### config.mk
export PLATFORM = sky130hd
export DESIGN_NAME = turn_signal_flasher_flat
export DESIGN_NICKNAME = d
export VERILOG_FILES = /design/src/hw/rtl/tsf_pkg.sv /design/src/hw/rtl/tsf_in_if.sv /design/src/hw/rtl/tsf_out_if.sv /design/src/hw/rtl/turn_signal_flasher.sv /design/src/flat_wrapper.sv
export SDC_FILE = /design/constraint.sdc
export NUM_CORES = 1
export LEC_CHECK = 0
export ABC_AREA = 1
export BUFFER_PORTS_ARGS = -buffer_cell sky130_fd_sc_hd__buf_2
export CAP_MARGIN = 20
export CORE_ASPECT_RATIO = 0.7
export CORE_UTILIZATION = 35
export CTS_CLUSTER_DIAMETER = 200
export DETAILED_ROUTE_END_ITERATION = 12
export PLACE_DENSITY = 0.57
export SYNTH_ARGS = -nofsm -noshare
export SYNTH_HDL_FRONTEND = slang
export SYNTH_SLANG_ARGS = --single-unit
### constraint.sdc
create_clock -name i_clk -period 7.9 [get_ports i_clk]
set_clock_uncertainty 0.1 [all_clocks]
set_input_delay 1.185 -clock i_clk [delete_from_list [all_inputs] [get_ports i_clk]]
set_output_delay 1.185 -clock i_clk [all_outputs]
set_load 0.02 [all_outputs]
### src/hw/rtl/tsf_pkg.sv
// constants and types shared by the turn signal flasher
package tsf_pkg;

    localparam int unsigned CfgWidth = 8;
    localparam int unsigned CfgIdxWidth = 2;

    localparam logic [CfgWidth-1:0] OnTicksReset = 8'd5;
    localparam logic [CfgWidth-1:0] PeriodTicksReset = 8'd10;
    localparam logic [CfgWidth-1:0] MinCyclesReset = 8'd3;
    localparam logic [CfgWidth-1:0] CountMax = 8'd255;

    typedef enum logic [CfgIdxWidth-1:0] {
        CFG_ON_TICKS = 2'd0,
        CFG_PERIOD_TICKS = 2'd1,
        CFG_MIN_CYCLES = 2'd2
    } t_cfg_idx;

    typedef enum logic [3:0] {
        MODE_IDLE = 4'b0001,
        MODE_LEFT = 4'b0010,
        MODE_RIGHT = 4'b0100,
        MODE_HAZARD = 4'b1000
    } t_mode;

endpackage

### src/hw/rtl/tsf_in_if.sv
// button and tick word channel
interface tsf_in_if;
    logic valid;
    logic ready;
    logic action;
    logic btn_left;
    logic btn_right;
    logic btn_hazard;

    modport source (output valid, action, btn_left, btn_right, btn_hazard, input ready);
    modport sink (input valid, action, btn_left, btn_right, btn_hazard, output ready);
endinterface

### src/hw/rtl/tsf_out_if.sv
// lamp command word channel
interface tsf_out_if;
    logic valid;
    logic ready;
    logic left_lamp;
    logic right_lamp;

    modport source (output valid, left_lamp, right_lamp, input ready);
    modport sink (input valid, left_lamp, right_lamp, output ready);
endinterface

### src/hw/rtl/turn_signal_flasher.sv
// turn signal and hazard flasher top level
//
// i_btn carries one word per button change (action 0, with the three button
// levels) or per timer tick (action 1). o_lamp carries one word with both
// lamp commands for every tick of an active blink run, and one all-dark word
// when hazard is released after having been pressed. Other words give none.
// Configuration (on_ticks, period_ticks, min_cycles) is written through
// i_cfg_we / i_cfg_idx / i_cfg_data, one register per write. The user must
// write it only while idle; the block itself does not enforce this.
//
// A word is held in the input register and its lamp word is registered
// in the output register. All state is updated by one pass of flag and
// 8-bit counter logic, so one word is taken every cycle while o_lamp does
// not stall. When o_lamp stalls the output register holds; the input
// register takes one more word only if it is empty, then i_btn.ready drops
// until the lamp word is taken. Synchronous reset returns to idle with
// both lamps dark and the configuration at 5 / 10 / 3.
module turn_signal_flasher
    import tsf_pkg::*;
(
    input  logic                   i_clk,
    input  logic                   i_rst_n,
    input  logic                   i_cfg_we,
    input  logic [CfgIdxWidth-1:0] i_cfg_idx,
    input  logic [CfgWidth-1:0]    i_cfg_data,
    tsf_in_if.sink                 i_btn,
    tsf_out_if.source              o_lamp
);

    // configuration
    logic [CfgWidth-1:0] r_on_ticks, r_period_ticks, r_min_cycles;

    // input register
    logic r_in_valid, r_in_action, r_in_left, r_in_right, r_in_hazard;

    // output register
    logic r_out_valid, r_out_left, r_out_right;
    logic n_out_valid;

    // flasher state
    t_mode               r_mode, n_mode;
    logic [CfgWidth-1:0] r_phase, n_phase, r_cycles, n_cycles;
    logic r_ticking, n_ticking;
    logic r_left_latched, n_left_latched, r_right_latched, n_right_latched;
    logic r_hazard_latched, n_hazard_latched;
    logic r_held_left, n_held_left, r_held_right, n_held_right;
    logic r_off_sent, n_off_sent;
    logic r_lamp_left, n_lamp_left, r_lamp_right, n_lamp_right;

    logic advance, process_word, lit, emit;

    assign advance = !r_out_valid || o_lamp.ready;
    assign process_word = r_in_valid && advance;
    assign i_btn.ready = !r_in_valid || advance;

    assign o_lamp.valid = r_out_valid;
    assign o_lamp.left_lamp = r_out_left;
    assign o_lamp.right_lamp = r_out_right;

    always_ff @(posedge i_clk) begin
        if (!i_rst_n) begin
            r_on_ticks <= OnTicksReset;
            r_period_ticks <= PeriodTicksReset;
            r_min_cycles <= MinCyclesReset;
        end else if (i_cfg_we) begin
            case (i_cfg_idx)
                CFG_ON_TICKS: r_on_ticks <= i_cfg_data;
                CFG_PERIOD_TICKS: r_period_ticks <= i_cfg_data;
                CFG_MIN_CYCLES: r_min_cycles <= i_cfg_data;
                default: ;
            endcase
        end
    end

    always_ff @(posedge i_clk) begin
        if (!i_rst_n) begin
            r_in_valid <= 1'b0;
        end else if (i_btn.ready) begin
            r_in_valid <= i_btn.valid;
        end
    end

    always_ff @(posedge i_clk) begin
        if (i_btn.ready) begin
            r_in_action <= i_btn.action;
            r_in_left <= i_btn.btn_left;
            r_in_right <= i_btn.btn_right;
            r_in_hazard <= i_btn.btn_hazard;
        end
    end

    always_comb begin
        n_mode = r_mode;
        n_phase = r_phase;
        n_cycles = r_cycles;
        n_ticking = r_ticking;
        n_left_latched = r_left_latched;
        n_right_latched = r_right_latched;
        n_hazard_latched = r_hazard_latched;
        n_held_left = r_held_left;
        n_held_right = r_held_right;
        n_off_sent = r_off_sent;
        n_lamp_left = r_lamp_left;
        n_lamp_right = r_lamp_right;
        emit = 1'b0;
        lit = 1'b0;

        if (r_in_action) begin
            if (r_ticking) begin
                emit = 1'b1;
                n_phase = r_phase + 8'd1;
                lit = (n_phase <= r_on_ticks);
                case (r_mode)
                    MODE_LEFT: begin
                        n_lamp_left = lit;
                        n_lamp_right = 1'b0;
                    end
                    MODE_RIGHT: begin
                        n_lamp_left = 1'b0;
                        n_lamp_right = lit;
                    end
                    MODE_HAZARD: begin
                        n_lamp_left = lit;
                        n_lamp_right = lit;
                    end
                    default: ;
                endcase
                // period boundary
                if (n_phase >= r_period_ticks) begin
                    n_phase = '0;
                    if (r_cycles != CountMax) begin
                        n_cycles = r_cycles + 8'd1;
                    end
                    // direction run ends once released and long enough
                    if ((r_mode == MODE_LEFT || r_mode == MODE_RIGHT) &&
                        n_cycles >= r_min_cycles && !r_held_left && !r_held_right) begin
                        n_lamp_left = 1'b0;
                        n_lamp_right = 1'b0;
                        n_mode = MODE_IDLE;
                        n_ticking = 1'b0;
                        n_left_latched = 1'b0;
                        n_right_latched = 1'b0;
                        n_cycles = '0;
                    end
                end
            end
        end else begin
            n_held_left = r_in_left;
            n_held_right = r_in_right;
            if (r_in_hazard) begin
                n_off_sent = 1'b0;
                n_mode = MODE_HAZARD;
                n_lamp_left = 1'b0;
                n_lamp_right = 1'b0;
                n_left_latched = 1'b0;
                n_right_latched = 1'b0;
                if (!r_hazard_latched) begin
                    n_hazard_latched = 1'b1;
                    n_phase = '0;
                    n_cycles = '0;
                    n_ticking = 1'b1;
                end
            end else begin
                n_hazard_latched = 1'b0;
                if (r_mode == MODE_HAZARD) begin
                    n_mode = MODE_IDLE;
                    n_ticking = 1'b0;
                end
                // right wins over left
                if (r_in_right) begin
                    n_mode = MODE_RIGHT;
                    n_left_latched = 1'b0;
                    n_lamp_left = 1'b0;
                    if (!r_right_latched) begin
                        n_right_latched = 1'b1;
                        n_phase = '0;
                        n_cycles = '0;
                        n_ticking = 1'b1;
                    end
                end else if (r_in_left) begin
                    n_mode = MODE_LEFT;
                    n_right_latched = 1'b0;
                    n_lamp_right = 1'b0;
                    if (!r_left_latched) begin
                        n_left_latched = 1'b1;
                        n_phase = '0;
                        n_cycles = '0;
                        n_ticking = 1'b1;
                    end
                end
                // hazard released: one dark word
                if (!r_off_sent) begin
                    n_off_sent = 1'b1;
                    n_lamp_left = 1'b0;
                    n_lamp_right = 1'b0;
                    emit = 1'b1;
                end
            end
        end

        n_out_valid = process_word && emit;
    end

    always_ff @(posedge i_clk) begin
        if (!i_rst_n) begin
            r_mode <= MODE_IDLE;
            r_phase <= '0;
            r_cycles <= '0;
            r_ticking <= 1'b0;
            r_left_latched <= 1'b0;
            r_right_latched <= 1'b0;
            r_hazard_latched <= 1'b0;
            r_held_left <= 1'b0;
            r_held_right <= 1'b0;
            r_off_sent <= 1'b1;
            r_lamp_left <= 1'b0;
            r_lamp_right <= 1'b0;
        end else if (process_word) begin
            r_mode <= n_mode;
            r_phase <= n_phase;
            r_cycles <= n_cycles;
            r_ticking <= n_ticking;
            r_left_latched <= n_left_latched;
            r_right_latched <= n_right_latched;
            r_hazard_latched <= n_hazard_latched;
            r_held_left <= n_held_left;
            r_held_right <= n_held_right;
            r_off_sent <= n_off_sent;
            r_lamp_left <= n_lamp_left;
            r_lamp_right <= n_lamp_right;
        end
    end

    always_ff @(posedge i_clk) begin
        if (!i_rst_n) begin
            r_out_valid <= 1'b0;
        end else if (advance) begin
            r_out_valid <= n_out_valid;
        end
    end

    always_ff @(posedge i_clk) begin
        if (advance) begin
            r_out_left <= n_lamp_left;
            r_out_right <= n_lamp_right;
        end
    end

endmodule

### src/flat_wrapper.sv
// flat-port wrapper written by rule: the top's interface ports become plain ports
module turn_signal_flasher_flat import tsf_pkg::*;
  (i_clk, i_rst_n, i_cfg_we, i_cfg_idx, i_cfg_data, i_btn_valid, i_btn_action, i_btn_btn_left, i_btn_btn_right, i_btn_btn_hazard, i_btn_ready, o_lamp_valid, o_lamp_left_lamp, o_lamp_right_lamp, o_lamp_ready);
  tsf_in_if i_btn_i ();
  tsf_out_if o_lamp_i ();
  input  logic i_clk;
  input  logic i_rst_n;
  input  logic i_cfg_we;
  input  logic [CfgIdxWidth-1:0] i_cfg_idx;
  input  logic [CfgWidth-1:0] i_cfg_data;
  input wire logic [$bits(i_btn_i.valid)-1:0] i_btn_valid;
  input wire logic [$bits(i_btn_i.action)-1:0] i_btn_action;
  input wire logic [$bits(i_btn_i.btn_left)-1:0] i_btn_btn_left;
  input wire logic [$bits(i_btn_i.btn_right)-1:0] i_btn_btn_right;
  input wire logic [$bits(i_btn_i.btn_hazard)-1:0] i_btn_btn_hazard;
  output wire logic [$bits(i_btn_i.ready)-1:0] i_btn_ready;
  output wire logic [$bits(o_lamp_i.valid)-1:0] o_lamp_valid;
  output wire logic [$bits(o_lamp_i.left_lamp)-1:0] o_lamp_left_lamp;
  output wire logic [$bits(o_lamp_i.right_lamp)-1:0] o_lamp_right_lamp;
  input wire logic [$bits(o_lamp_i.ready)-1:0] o_lamp_ready;
  assign i_btn_i.valid = i_btn_valid;
  assign i_btn_i.action = i_btn_action;
  assign i_btn_i.btn_left = i_btn_btn_left;
  assign i_btn_i.btn_right = i_btn_btn_right;
  assign i_btn_i.btn_hazard = i_btn_btn_hazard;
  assign i_btn_ready = i_btn_i.ready;
  assign o_lamp_valid = o_lamp_i.valid;
  assign o_lamp_left_lamp = o_lamp_i.left_lamp;
  assign o_lamp_right_lamp = o_lamp_i.right_lamp;
  assign o_lamp_i.ready = o_lamp_ready;
  turn_signal_flasher u_core (.i_clk(i_clk), .i_rst_n(i_rst_n), .i_cfg_we(i_cfg_we), .i_cfg_idx(i_cfg_idx), .i_cfg_data(i_cfg_data), .i_btn(i_btn_i), .o_lamp(o_lamp_i));
endmodule
==> qor.csv <==
metric;value;unit
multiInputGateArea;0.00177;mm²
synth_seq_cells;61;
ios;23;
yosysSeqAreaShare;0.377;
postCtsSetupBuffers;0;
synth-edff-count;6;
r2r_slack;4820;ps
finalSetupViolations;0;
cts_tree;done;
grt_use_total;0.166;
drt_pass1_iterations;4;
min_period;3080;ps
cp_slowest_stage_delay;380;ps
die_y;84.5;µm
drt-total-wl;7730;µm
grt_max_degree;36;
cp_slowest_cell;dfxtp_1;
cp-end-kind;flip-flop;
ys.flop_type;dfxtp_1;
seq_area;0.00128;mm²
syn2layout_area_growth;14.8;%
critPathLaunchType;flip-flop;
n_antenna_cell;0;
start_util;0.368;
numCtsBuffers;9;
path_buf_inv;2;
clkTransAtPathRegs;50;ps
cellLeakagePower;1.89;nW
path_class;reg2reg;
grt_first_pass_wirelength;13000;µm
cts_resized;0;
cts_max_path_buffers;2;
ys_types;32;
grt_pass1_vias;2732;
fin_util;0.422;
portBuffers;22;
ys_warn_count;0;
most-common-layout-cells;nand2_1 (95), inv_1 (70), dfxtp_1 (55);
slew_headroom;0.521;
ff2ff_path_depth;21;
cts_sinks;61;
cp.arrival;3230;ps
p_per_area;206;mW/mm²
r2r-start;u_core.r_cycles[0]$_SDFFE_PN0P_;
vias;2974;
wl_per_cell;12.4;µm
hold_path.class;reg2reg;
async_flop_share;0;
holdCritStartpoint;u_core.r_on_ticks[1]$_SDFFE_PN0P_;
finalCritPeriodShare;0.390;
r2r_end;u_core.r_right_latched$_SDFFE_PN0P_;
critPathMaxFanout;8;
fillerInstances;972;
die_area;0.0101;mm²
synth.net_count;518;
place.gp.congestion;0.846;
timing_worst_slew_pin_value;713;ps
status;finished, final reports clean;
vdd_drop_max;0.126;mV
max_cap_viol_count;0;
antenna_found_initial;0;
via_per_inst;4.76;
rsz0062_at_grt;no;
htreeDepth;3;
core;0.00925;mm²
path_delay_family;simple AND/OR/NAND/NOR gates;
layout.nets;542;
syn_avg_cell_area;7.19;µm²
path_cells;ha_1, nand2_1, nor2_1, and2_1, inv_2, or2_1, o21ai_1, inv_1, ha_1, nand2_1, nand2_1, nand2_1, nand2_1, nand2_1, nand3_1, nand2_1, nand2_2, nand2_1, nor2_1, nand2_1, a21oi_1;
min_to;u_core.r_on_ticks[1]$_SDFFE_PN0P_;
path_common_cell;nand2_1;
drc_errors;0;
ant_nets;0;
root_buffer;clkbuf_16;
hold_violations;0;
worstPathRequired;8050;ps
rows;29;
slew_viol_final;0;
die_w;120;µm
synth_area;0.00340;mm²
clk_latency;330;ps
layout-drive-gt1-share;0.114;
hold_path_depth;2;
dp_hpwl;5910;µm
fmax;0.325;GHz
hold_buffers;0;
gr-total-overflow;0;
first_iter_violations;132;
setup-tns-final;0;ps
layout_commonest_cell;nand2_1;
postSynthCellCount;473;
[metal layers]
layer / track usage / vias to the layer above / share of wire
li1: - / 1574 / -
met1: 0.227 / 1364 / 0.53
met2: 0.251 / 32 / 0.43
met3: 0.0530 / 4 / 0.031
met4: 0.0443 / 0 / 0.0060
met5: 0 / - / 0
[kinds of logic after synthesis]
family                     synth area share
AOI/OAI and AO/OA                     0.158
xor gates and xnor gates             0.0258
adders and majority gates            0.0957
buffers and inverters                 0.102
DFF                                   0.377
and+or+nand+nor                       0.242
[how the worst max path moves through the flow]
stage,start,endpoint,slack (ps),cells after the start
2_1_floorplan,o_lamp_ready,i_btn_ready,5110,2
3_3_place_gp,o_lamp_ready,i_btn_ready,4850,4
3_5_place_dp,o_lamp_ready,i_btn_ready,4820,4
4_1_cts,o_lamp_ready,i_btn_ready,4820,4
5_1_grt,u_core.r_cycles[0]$_SDFFE_PN0P_,u_core.r_right_latched$_SDFFE_PN0P_,4430,21
6_report,u_core.r_cycles[0]$_SDFFE_PN0P_,u_core.r_right_latched$_SDFFE_PN0P_,4820,21
[layout make-up]
type	instances	area share
multi-input cells	323	0.454
flip-flops and latches	61	0.328
inverters	80	0.0782
clock buffers	14	0.0702
well taps	124	0.0397
repair buffers	22	0.0282
clock inverters	1	0.00128
[power by group]
part / internal, mW / switching (mW)
sequential: 0.328 / 0.00965
clock: 0.235 / 0.130
combinational: 0.0366 / 0.0666
total: 0.600 / 0.206
[tightest hold or removal path, delay by kind of cell, from the launching register on]
family                 cells  cell delay [ps]
DFF                        1              300
buffers and inverters      1               60
AOI/OAI and AO/OA          1               60
[synthesized netlist by cell type (7+ instances only)]
master	n	share of area
dfxtp_1	55	0.32
nand3_1	22	0.032
inv_2	9	0.0099
nor2_1	47	0.052
o21ai_0	25	0.037
xor2_1	8	0.021
inv_1	70	0.077
o21ai_1	15	0.022
nand2_1	95	0.10
clkbuf_1	8	0.0088
nand4_1	7	0.013
a21oi_1	45	0.066
ha_1	26	0.096
nor3_1	7	0.010
[stage by stage]
stage          worst slack, ps  hold slack, ps  instance area [µm²]  std cells  power, mW
5_1_grt                   4430             391                 3900        625      0.849
2_1_floorplan             5110             333                 3400        473      0.418
6_report                  4820             362                 3900        625      0.806
3_3_place_gp              4850             357                 3620        610      0.443
3_5_place_dp              4820             356                 3620        610      0.447
4_1_cts                   4820             365                 3900        625      0.817
[sequential cells by signal, summed over array words and instances, names as in the netlist, 4 cells and up]
signal and cells:
u_core.r_min_cycles 8, u_core.r_mode 4, u_core.r_on_ticks 8, u_core.r_cycles 8, u_core.r_period_ticks 8, u_core.r_phase 8
No activity file was read; power rests on OpenSTA's default activity.
